$ cat config.mk
export PLATFORM = sky130hd
export DESIGN_NAME = apa_sfg_ctrl
export DESIGN_NICKNAME = d
export VERILOG_FILES = /design/src/design/apa_sfg_pkg.sv /design/src/design/apa_sfg_ctrl.sv
export SDC_FILE = /design/constraint.sdc
export NUM_CORES = 1
export LEC_CHECK = 0
export BUFFER_PORTS_ARGS = -buffer_cell sky130_fd_sc_hd__buf_2
export CORE_AREA = 2 2 39 41
export DETAILED_ROUTE_END_ITERATION = 10
export DIE_AREA = 0 0 41 43
export GPL_ROUTABILITY_DRIVEN = 0
export PLACE_DENSITY = 0.42
export REMOVE_ABC_BUFFERS = 1
export SETUP_SLACK_MARGIN = 0.5
export SYNTH_ARGS = -nofsm -noshare
export SYNTH_HDL_FRONTEND = slang
export SYNTH_SLANG_ARGS = --single-unit
export TNS_END_PERCENT = 100
$ cat constraint.sdc
create_clock -name clk -period 1.15 [get_ports clk]
set_input_delay 0.115 -clock clk [delete_from_list [all_inputs] [get_ports clk]]
set_output_delay 0.115 -clock clk [all_outputs]
set_load 0.005 [all_outputs]
$ cat src/design/apa_sfg_pkg.sv
// Package: shared types, constants and codes for the APA102 strip frame generator.
package apa_sfg_pkg;

  localparam int MAX_LEDS_DEF  = 256;
  localparam int LED_COUNT_W   = 9;
  localparam int LED_COUNT_MAX = (1 << LED_COUNT_W) - 1;
  localparam logic [LED_COUNT_W-1:0] LED_COUNT_RST = 9'd174;

  localparam int HEAD_LEN    = 4;   // start frame bytes
  localparam int END_MIN_LEN = 4;   // shortest end frame
  localparam int END_SHIFT   = 4;   // one end byte per 16 LEDs

  localparam logic [7:0] START_BYTE = 8'h00;
  localparam logic [7:0] END_BYTE   = 8'hFF;
  localparam logic [2:0] LED_HDR    = 3'b111;
  localparam logic [4:0] BRIGHT_MAX = 5'd31;

  typedef enum logic [1:0] {
    MODE_WRITE   = 2'd0,
    MODE_REFRESH = 2'd1,
    MODE_TICK    = 2'd2
  } mode_t;

  typedef enum logic [1:0] {
    ST_IDLE,
    ST_LOOKUP,
    ST_COMMIT
  } state_t;

  typedef struct packed {
    logic [1:0] mode;
    logic [7:0] led_index;
    logic [7:0] red;
    logic [7:0] green;
    logic [7:0] blue;
    logic [7:0] brightness;
  } in_item_t;

  typedef struct packed {
    logic [7:0] spi_byte;
    logic       frame_last;
  } out_item_t;

  typedef struct packed {
    logic [4:0] bright;
    logic [7:0] blue;
    logic [7:0] green;
    logic [7:0] red;
  } led_word_t;

  typedef struct packed {
    logic load_item;
    logic rd_en;
    logic start_frame;
    logic set_pending;
    logic commit_write;
    logic emit;
  } cmd_t;

  typedef struct packed {
    logic [1:0] mode;
    logic       idx_ok;
    logic       frame_active;
    logic       refresh_pending;
    logic       out_busy;
  } sts_t;

endpackage

$ cat src/design/apa_sfg_ctrl.sv
// Controller: sequences accept, store lookup and commit for each input word.
module apa_sfg_ctrl (
  input  logic               clk,
  input  logic               rst_n,
  input  logic               in_valid,
  output logic               in_ready,
  input  apa_sfg_pkg::sts_t  sts,
  output apa_sfg_pkg::cmd_t  cmd
);

  apa_sfg_pkg::state_t state_r, state_nxt;

  always_ff @(posedge clk) begin
    if (!rst_n) begin
      state_r <= apa_sfg_pkg::ST_IDLE;
    end else begin
      state_r <= state_nxt;
    end
  end

  always_comb begin
    state_nxt = state_r;
    cmd       = '0;
    in_ready  = 1'b0;
    case (state_r)
      apa_sfg_pkg::ST_IDLE: begin
        in_ready = 1'b1;
        if (in_valid) begin
          cmd.load_item = 1'b1;
          state_nxt     = apa_sfg_pkg::ST_LOOKUP;
        end
      end
      apa_sfg_pkg::ST_LOOKUP: begin
        state_nxt = apa_sfg_pkg::ST_IDLE;
        case (sts.mode)
          apa_sfg_pkg::MODE_WRITE: begin
            if (sts.idx_ok) begin
              cmd.rd_en = 1'b1;
              state_nxt = apa_sfg_pkg::ST_COMMIT;
            end
          end
          apa_sfg_pkg::MODE_REFRESH: begin
            cmd.set_pending = 1'b1;
          end
          apa_sfg_pkg::MODE_TICK: begin
            if (sts.frame_active || sts.refresh_pending) begin
              cmd.start_frame = !sts.frame_active;
              cmd.rd_en       = 1'b1;
              state_nxt       = apa_sfg_pkg::ST_COMMIT;
            end
          end
          default: begin
            state_nxt = apa_sfg_pkg::ST_IDLE;
          end
        endcase
      end
      apa_sfg_pkg::ST_COMMIT: begin
        if (sts.mode == apa_sfg_pkg::MODE_WRITE) begin
          cmd.commit_write = 1'b1;
          state_nxt        = apa_sfg_pkg::ST_IDLE;
        end else if (!sts.out_busy) begin
          cmd.emit  = 1'b1;
          state_nxt = apa_sfg_pkg::ST_IDLE;
        end
      end
      default: begin
        state_nxt = apa_sfg_pkg::ST_IDLE;
      end
    endcase
  end

endmodule

==> results of run 1 <==
## Yosys cell counts
cell type / n / area (um^2)
and2_1: 1 / 6.260
and3_1: 1 / 6.260
dfxtp_1: 2 / 40.04
nand2_1: 1 / 3.750
nand2b_1: 1 / 6.260
nand3b_1: 1 / 7.510
nor2_1: 3 / 11.26
nor2b_1: 1 / 6.260
nor3_1: 1 / 5.000
nor3b_1: 2 / 15.01
nor3b_2: 1 / 12.51
nor4_2: 1 / 12.51
o21ai_0: 1 / 5.000
o2bb2ai_1: 1 / 8.760
## worst min-delay path by stage
stage,startpoint,to,depth (start not counted)
after floorplan,rst_n,state_r[1]$_SDFFE_PN0P_,1
after global placement,in_valid,state_r[0]$_SDFFE_PN0P_,2
after detailed placement,rst_n,state_r[1]$_SDFFE_PN0P_,2
after CTS,rst_n,state_r[1]$_SDFFE_PN0P_,2
after global routing,rst_n,state_r[1]$_SDFFE_PN0P_,2
final,rst_n,state_r[1]$_SDFFE_PN0P_,2
## timing repair
action | CTS | global route
resized for setup | 7 | 1
setup endpoints to repair | 9 | 9
gates cloned | 0 | 0
pin swaps | 0 | 0
buffers inserted | 1 | 0
## area by class of cell
type	count	area (um^2)
repair buffers	16	82.58
clock buffers	3	22.52
well taps	16	20.02
flip-flops and latches	2	42.54
multi-input cells	16	136.4
fillers	164	1080
## kinds of logic (layout without fill, tap and decap cells)
logic type	Yosys count	in the layout	share of synthesized area, %
AOI/OAI and AO/OA	2	2	9.400
buffers and inverters	0	19	0
DFF	2	2	27.35
and+or+nand+nor	14	14	63.25
## per-layer routing
| layer | routed length, um | share of wire (%) |
|---|---|---|
| met5 | 0 | 0 |
| met4 | 25 | 5.3 |
| met3 | 64 | 14 |
| met2 | 178 | 38 |
| met1 | 201 | 43 |
## power by group through the flow
stage / registers, mW / logic, mW / clock network, mW
floorplan: 0.0755 / 0.0188 / 0
global placement: 0.0758 / 0.0488 / 0
detailed placement: 0.0759 / 0.0484 / 0
CTS: 0.0771 / 0.0575 / 0.169
global route: 0.0774 / 0.0646 / 0.175
finish: 0.0772 / 0.0576 / 0.157
==> flow_metrics.tcl, run 1 <==
set metrics [dict create \
    area_growth_pct 107.7 \
    hold_path.class "in -> reg" \
    coreArea_mm2 0.001384 \
    final_cell_mix "15 x buf_2, 3 x nor2_1, 3 x clkbuf_4, 2 x nor3b_2, 2 x dfxtp_2" \
    clock.fmax_mhz 897.5 \
    clkLatencyLatePin_ns 0.23 \
    p_leak_nw 0.1382 \
    cts_buffers 3 \
    post_drt_wl_per_cell_um 8.868 \
    crit_arrival_ns 1.00 \
    clkSinkCount 2 \
    maxCapViolCount 0 \
    ys_warn_count 0 \
    cts_root_buffer "clkbuf_4" \
    rsz0062_at_grt "yes" \
    reg2regPathDepth 4 \
    grt_util_met1_pct 7.937 \
    ant_nets 0 \
    rrSetupSlack_ns 0.24 \
    p_switching_mw 0.07261 \
    min_period_ns 1.114 \
    die_w_um 41 \
    clkPwrFrac_pct 53.8 \
    top_usage_layer "met4" \
    path_clk_slew_ns 0.03 \
    crit_path_end "cmd[4]" \
    hold_viol 0 \
    comb_power_share_pct 19.7 \
    slowest_delay_ns 0.31 \
    outcome "finished clean" \
    syn_area_um2 146.4 \
    setup_ws_ns 0.03582 \
    holdWs_ns 0.1242 \
    grt_max_degree 7 \
    critPathRequiredTime_ns 1.03 \
    p_int_mw 0.2189 \
    r2r-start "state_r[1]$_SDFFE_PN0P_" \
    grt.total_usage_pct 7.100 \
    cp_num_buf_inv 1 \
    dp.cells 49 \
    die_area_mm2 0.001763 \
    met2_usage_pct 7.813 \
    pin_count 16 \
    fin_util_pct 21.97 \
    dr.pass1.iters 1 \
    postSynthCellCount 18 \
    final_max_slew_viol_count 0 \
    final_common_cell "buf_2" \
    startpoint "state_r[1]$_SDFFE_PN0P_" \
    die_h_um 43 \
    dpl_cell_area_um2 241.5 \
    ir_worst_vdd_uv 280.1 \
    syn_area_per_cell_um2 8.133 \
    drt-total-wl_um 470 \
    grt_antenna_before_repair 0 \
    yosysUniqueCellTypes 14 \
    cts_hold_buf 0 \
    worstSetupStartpointType "flip-flop" \
    largestRegisters "state_r: 2 flops" \
    place_ws_ns 0.1748 \
    setup_tns_ns 0 \
    crit_fanout 3 \
    worst_slew_pin_slew_ns 0.2221 \
    largest_register "state_r" \
    remaining_drc_errors 0 \
    max_slew_margin_pct 85.08 \
    diodes 0 \
    yosys_register_bits 2 \
    finalClockSkew_ns 0.002030 \
    num_vias 203 \
    cts_tree "yes" \
    instances_no_fill 53 \
    cp.depth 3 \
    finalNetCount 48 \
    setup_viol 0 \
    start_util_pct 10.58 \
    p_total_mw 0.2915 \
    rows 14 \
    grt-ovfl-total 0 \
    h-tree-depth 1 \
    clock_path_buffers 2 \
    seqPwrFrac_pct 26.5 \
    cp_top_family "flip-flops" \
    drive_above_1_share_pct 72.97 \
    stdcell_area_um2 304.0 \
    ys_seq_area_share_pct 27.35 \
    crit_type "reg -> out" \
    critPathSlowestCell "dfxtp_2" \
    crit_chain "nand2b_4, nor4_4, buf_2" \
    portBuffers 15 \
    reg2reg_to "state_r[1]$_SDFFE_PN0P_" \
    drtIter0Drc 0 \
    cp-end-kind "output port" \
    largest_reg_flops 2 \
    switching_share_pct 24.91 \
    grt_pass1_vias 190 \
    use_met3_pct 3.141 \
    grt_pass1_wl_um 752 \
    p_per_area_mw_per_mm2 958.9 \
    min_period_over_period_pct 96.88 \
    vias_per_cell 3.830 \
]
Note: power is estimated with default switching activity, not from simulation.
==> run 2, diff against run 1 <==
--- a/config.mk
+++ b/config.mk
@@ -10,7 +10,7 @@
 export DETAILED_ROUTE_END_ITERATION = 10
 export DIE_AREA = 0 0 41 43
 export GPL_ROUTABILITY_DRIVEN = 0
-export PLACE_DENSITY = 0.42
+export PLACE_DENSITY = 0.43
 export REMOVE_ABC_BUFFERS = 1
 export SETUP_SLACK_MARGIN = 0.5
 export SYNTH_ARGS = -nofsm -noshare
==> constraint.sdc (replaced) <==
create_clock -name clk -period 0.9 [get_ports clk]
set_input_delay 0.09 -clock clk [delete_from_list [all_inputs] [get_ports clk]]
set_output_delay 0.09 -clock clk [all_outputs]
set_load 0.005 [all_outputs]
==> flow_metrics.tcl, run 2 (same netlist as run 1, synthesis figures left out) <==
set metrics [dict create \
    outcome "complete, but fails checks" \
    violations "setup timing" \
    drive_above_1_share_pct 81.58 \
    drtIter0Drc 0 \
    ir_worst_vdd_uv 373.3 \
    start_util_pct 10.58 \
    clkSinkCount 2 \
    p_total_mw 0.3869 \
    worstSetupStartpointType "flip-flop" \
    area_growth_pct 130.8 \
    clock.fmax_mhz 897.4 \
    finalNetCount 49 \
    die_h_um 43 \
    crit_type "reg -> out" \
    diodes 0 \
    cts_root_buffer "clkbuf_4" \
    cp-end-kind "output port" \
    h-tree-depth 1 \
    crit_chain "nand2b_4, buf_6, nor3_2, buf_2" \
    worst_slew_pin_slew_ns 0.2341 \
    largest_reg_flops 2 \
    rows 14 \
    p_leak_nw 0.1510 \
    critPathRequiredTime_ns 0.81 \
    r2r-start "state_r[1]$_SDFFE_PN0P_" \
    slowest_delay_ns 0.31 \
    maxCapViolCount 0 \
    min_period_ns 1.114 \
    crit_arrival_ns 1.02 \
    grt_max_degree 7 \
    vias_per_cell 3.944 \
    die_area_mm2 0.001763 \
    min-delay-start "rst_n" \
    largestRegisters "state_r: 2 flops" \
    grt_antenna_before_repair 0 \
    final_cell_mix "14 x buf_2, 3 x nor3b_2, 3 x clkbuf_4, 2 x nor2_1, 2 x buf_6" \
    rsz0062_at_grt "yes" \
    path_clk_slew_ns 0.03 \
    setup_viol 7 \
    post_drt_wl_per_cell_um 8.963 \
    grt-ovfl-total 0 \
    cts_hold_buf 0 \
    setup_ws_ns -0.2143 \
    p_per_area_mw_per_mm2 1145 \
    ant_nets 0 \
    pin_count 16 \
    grt.total_usage_pct 7.315 \
    clock_path_buffers 2 \
    critPathSlowestCell "dfxtp_2" \
    hold_path.class "in -> reg" \
    post-dp-hpwl_um 341.4 \
    drt-total-wl_um 484 \
    crit_fanout 3 \
    remaining_drc_errors 0 \
    hold_viol 0 \
    portBuffers 15 \
    min_period_over_period_pct 123.8 \
    max_slew_margin_pct 84.28 \
    largest_register "state_r" \
    startpoint "state_r[1]$_SDFFE_PN0P_" \
    dr.pass1.iters 1 \
    coreArea_mm2 0.001384 \
    grt_pass1_wl_um 814 \
    cts_buffers 3 \
    finalClockSkew_ns 0.003140 \
    cts_tree "yes" \
    num_vias 213 \
    fin_util_pct 24.41 \
    die_w_um 41 \
    final_common_cell "buf_2" \
    grt_pass1_vias 229 \
    clkLatencyLatePin_ns 0.22 \
    final_max_slew_viol_count 0 \
]
## run 2: layout make-up
cell class                 count  area, um^2
timing repair buffer          17       100.1
clock buffer                   3       22.52
fill                         160        1046
tap                           16       20.02
multi-input combinational     16       150.1
sequential                     2       45.04
## run 2: power breakdown
group          internal [mW]  total, mW  switching [mW]
clock                  0.147      0.197          0.0504
combinational         0.0517     0.0909          0.0393
sequential            0.0927     0.0984         0.00576
## run 2: layer usage
metal	global-route usage, %	vias up	share of wire [%]
met5	0	-	0
met4	8.000	0	0
met3	3.141	0	13
met2	10.63	12	46
met1	6.709	96	41
li1	-	105	-
## run 2: timing repair
| action | in CTS | in global routing |
|---|---|---|
| gates resized for setup | 11 | 4 |
| hold endpoints to repair | 0 | 0 |
| setup endpoints to repair | 9 | 9 |
| pin swaps | 5 | 3 |
| buffers inserted | 2 | 0 |
## run 2: final timing paths
| path | to | cells after the start | slack, ns |
|---|---|---|---|
| max | cmd[3] | 4 | -0.21 |
| max reg2reg | state_r[1]$_SDFFE_PN0P_ | 3 | 0.05 |
| min reg2reg | state_r[0]$_SDFFE_PN0P_ | 2 | 0.58 |
| min | state_r[1]$_SDFFE_PN0P_ | 2 | 0.1 |
## run 2: metrics by stage
stage / TNS (ns) / worst slack, ns / instance area (um^2) / instances / hold slack, ns
floorplan: 0 / 0.03060 / 146.4 / 18 / 0.2069
detailed placement: -0.06132 / -0.05160 / 241.5 / 49 / 0.3283
CTS: -1.296 / -0.2219 / 324.1 / 54 / 0.08815
global placement: -0.1219 / -0.06765 / 241.5 / 49 / 0.3285
global route: -1.542 / -0.2804 / 337.8 / 54 / 0.1167
finish: -1.132 / -0.2143 / 337.8 / 54 / 0.09575
## run 2: critical path, delay by kind of cell (launching register included)
family / cells / cell delay [ns]
flip-flops: 1 / 0.31
buffers and inverters: 2 / 0.25
AND/OR/NAND/NOR: 2 / 0.25
==> run 3, diff against run 2 <==
--- a/config.mk
+++ b/config.mk
@@ -6,12 +6,12 @@
 export NUM_CORES = 1
 export LEC_CHECK = 0
 export BUFFER_PORTS_ARGS = -buffer_cell sky130_fd_sc_hd__buf_2
+export CAP_MARGIN = 30
 export CORE_AREA = 2 2 39 41
 export DETAILED_ROUTE_END_ITERATION = 10
 export DIE_AREA = 0 0 41 43
 export GPL_ROUTABILITY_DRIVEN = 0
-export PLACE_DENSITY = 0.43
-export REMOVE_ABC_BUFFERS = 1
+export PLACE_DENSITY = 0.42
 export SETUP_SLACK_MARGIN = 0.5
 export SYNTH_ARGS = -nofsm -noshare
 export SYNTH_HDL_FRONTEND = slang
==> constraint.sdc (replaced) <==
create_clock -name clk -period 1.4 [get_ports clk]
set_input_delay 0.14 -clock clk [delete_from_list [all_inputs] [get_ports clk]]
set_output_delay 0.14 -clock clk [all_outputs]
set_load 0.005 [all_outputs]
==> flow_metrics.tcl, run 3 (same netlist as run 1, synthesis figures left out) <==
set metrics [dict create \
    finalClockSkew_ns 0.005216 \
    portBuffers 15 \
    diodes 0 \
    final_cell_mix "15 x buf_2, 3 x nor2_1, 3 x nor3b_2, 3 x clkbuf_4, 2 x dfxtp_2" \
    clkSinkCount 2 \
    outcome "finished clean" \
    grt_pass1_vias 162 \
    final_common_cell "buf_2" \
    die_h_um 43 \
    grt_max_degree 7 \
    cts_buffers 3 \
    max_slew_margin_pct 85.38 \
    drive_above_1_share_pct 75.68 \
    h-tree-depth 1 \
    clock_path_buffers 2 \
    worstSetupStartpointType "flip-flop" \
    crit_chain "nand2b_4, buf_6, nor3_2, buf_2" \
    vias_per_cell 4.019 \
    ir_worst_vdd_uv 386.6 \
    p_per_area_mw_per_mm2 777.4 \
    coreArea_mm2 0.001384 \
    min_period_ns 1.157 \
    area.sequential_um2 42.54 \
    largest_reg_flops 2 \
    p_leak_nw 0.1388 \
    ant_nets 0 \
    die_area_mm2 0.001763 \
    critPathRequiredTime_ns 1.26 \
    die_w_um 41 \
    top_layer "met3" \
    multi_input_area_um2 140.1 \
    rsz0062_at_grt "yes" \
    min_period_over_period_pct 82.63 \
    p_total_mw 0.2422 \
    slowest_delay_ns 0.31 \
    area_growth_pct 112.8 \
    wl_met2_um 196 \
    grt-ovfl-total 0 \
    hold_depth 2 \
    path_clk_slew_ns 0.03 \
    crit_arrival_ns 1.02 \
    grt.total_usage_pct 6.000 \
    final_max_slew_viol_count 0 \
    dr_wl_met3_um 52 \
    critPathSlowestCell "dfxtp_2" \
    num_vias 213 \
    startpoint "state_r[1]$_SDFFE_PN0P_" \
    worst_slew_pin_slew_ns 0.2176 \
    cp-end-kind "output port" \
    drt-total-wl_um 444 \
    drtIter0Drc 6 \
    r2r-start "state_r[1]$_SDFFE_PN0P_" \
    crit_type "reg -> out" \
    post-dp-hpwl_um 333 \
    hold_path.class "in -> reg" \
    remaining_drc_errors 0 \
    crit_fanout 3 \
    clkLatencyLatePin_ns 0.23 \
    crit_path_end "cmd[3]" \
    pin_count 16 \
    rows 14 \
    rrSetupSlack_ns 0.57 \
    setup_viol 0 \
    grt_antenna_before_repair 0 \
    largest_register "state_r" \
    hold_viol 0 \
    cts_tree "yes" \
    finalNetCount 48 \
    syn_nets 27 \
    clock.fmax_mhz 864.4 \
    maxCapViolCount 0 \
    n_fill_cell 159 \
    largestRegisters "state_r: 2 flops" \
    cts_root_buffer "clkbuf_4" \
    grt_pass1_wl_um 634 \
    start_util_pct 10.58 \
    setup_tns_ns 0 \
    dr.pass1.iters 2 \
    wl_met1_um 195 \
    cts_hold_buf 0 \
    post_drt_wl_per_cell_um 8.377 \
    reg2reg_to "state_r[1]$_SDFFE_PN0P_" \
    reg2regPathDepth 3 \
]
==> run 3: cell count changes in the layout (fill, tap and decap cells not counted), sizes merged <==
cell | previous run | this run
buf | 17 | 16
==> run 3: power by group <==
group          switching, mW  leakage [nW]  internal [mW]
clock network         0.0340        0.0138         0.0947
registers            0.00287        0.0172         0.0605
logic                 0.0234         0.108         0.0267
==> run 3: layer usage <==
metal | GRT usage, % | up-vias
li1 | - | 104
met1 | 6.984 | 97
met2 | 6.250 | 12
met3 | 4.712 | 0
met4 | 6.000 | 0
met5 | 0 | -
==> run 3: how the worst min path moves through the flow <==
| stage | startpoint | to | slack, ns |
|---|---|---|---|
| finish | rst_n | state_r[1]$_SDFFE_PN0P_ | 0.14 |
| global route | rst_n | state_r[1]$_SDFFE_PN0P_ | 0.14 |
| CTS | rst_n | state_r[1]$_SDFFE_PN0P_ | 0.13 |
| detailed placement | rst_n | state_r[1]$_SDFFE_PN0P_ | 0.37 |
| global placement | in_valid | state_r[0]$_SDFFE_PN0P_ | 0.37 |
| floorplan | rst_n | state_r[1]$_SDFFE_PN0P_ | 0.26 |
==> run 3: repair_timing <==
item,CTS,global route
endpoints found under the setup margin,8,8
resized for setup,5,5
setup buffers,1,0
cloned,0,0
pin swaps,2,0
==> run 3: cell type report <==
class / count / share of cell area (%)
Clock buffer: 3 / 7.229
Multi-Input combinational cell: 16 / 44.98
Sequential cell: 2 / 13.65
Tap cell: 16 / 6.426
Timing Repair Buffer: 16 / 27.71
==> run 3: worst max-delay path: cells and delay by family, from the launching register on <==
kind | cells | cell delay (ns)
and+or+nand+nor | 2 | 0.24
buffers and inverters | 2 | 0.25
DFF | 1 | 0.31
==> run 3: through the flow <==
step | hold slack (ns) | util (%) | instance area [um^2] | std cells | setup WS [ns]
CTS | 0.1303 | 21.07 | 291.5 | 53 | 0.1823
finish | 0.1391 | 22.51 | 311.5 | 53 | 0.2432
detailed placement | 0.3704 | 17.45 | 241.5 | 49 | 0.3848
global placement | 0.3736 | 17.45 | 241.5 | 49 | 0.4265
floorplan | 0.2569 | - | 146.4 | 18 | 0.5306
global route | 0.1436 | 22.51 | 311.5 | 53 | 0.1700
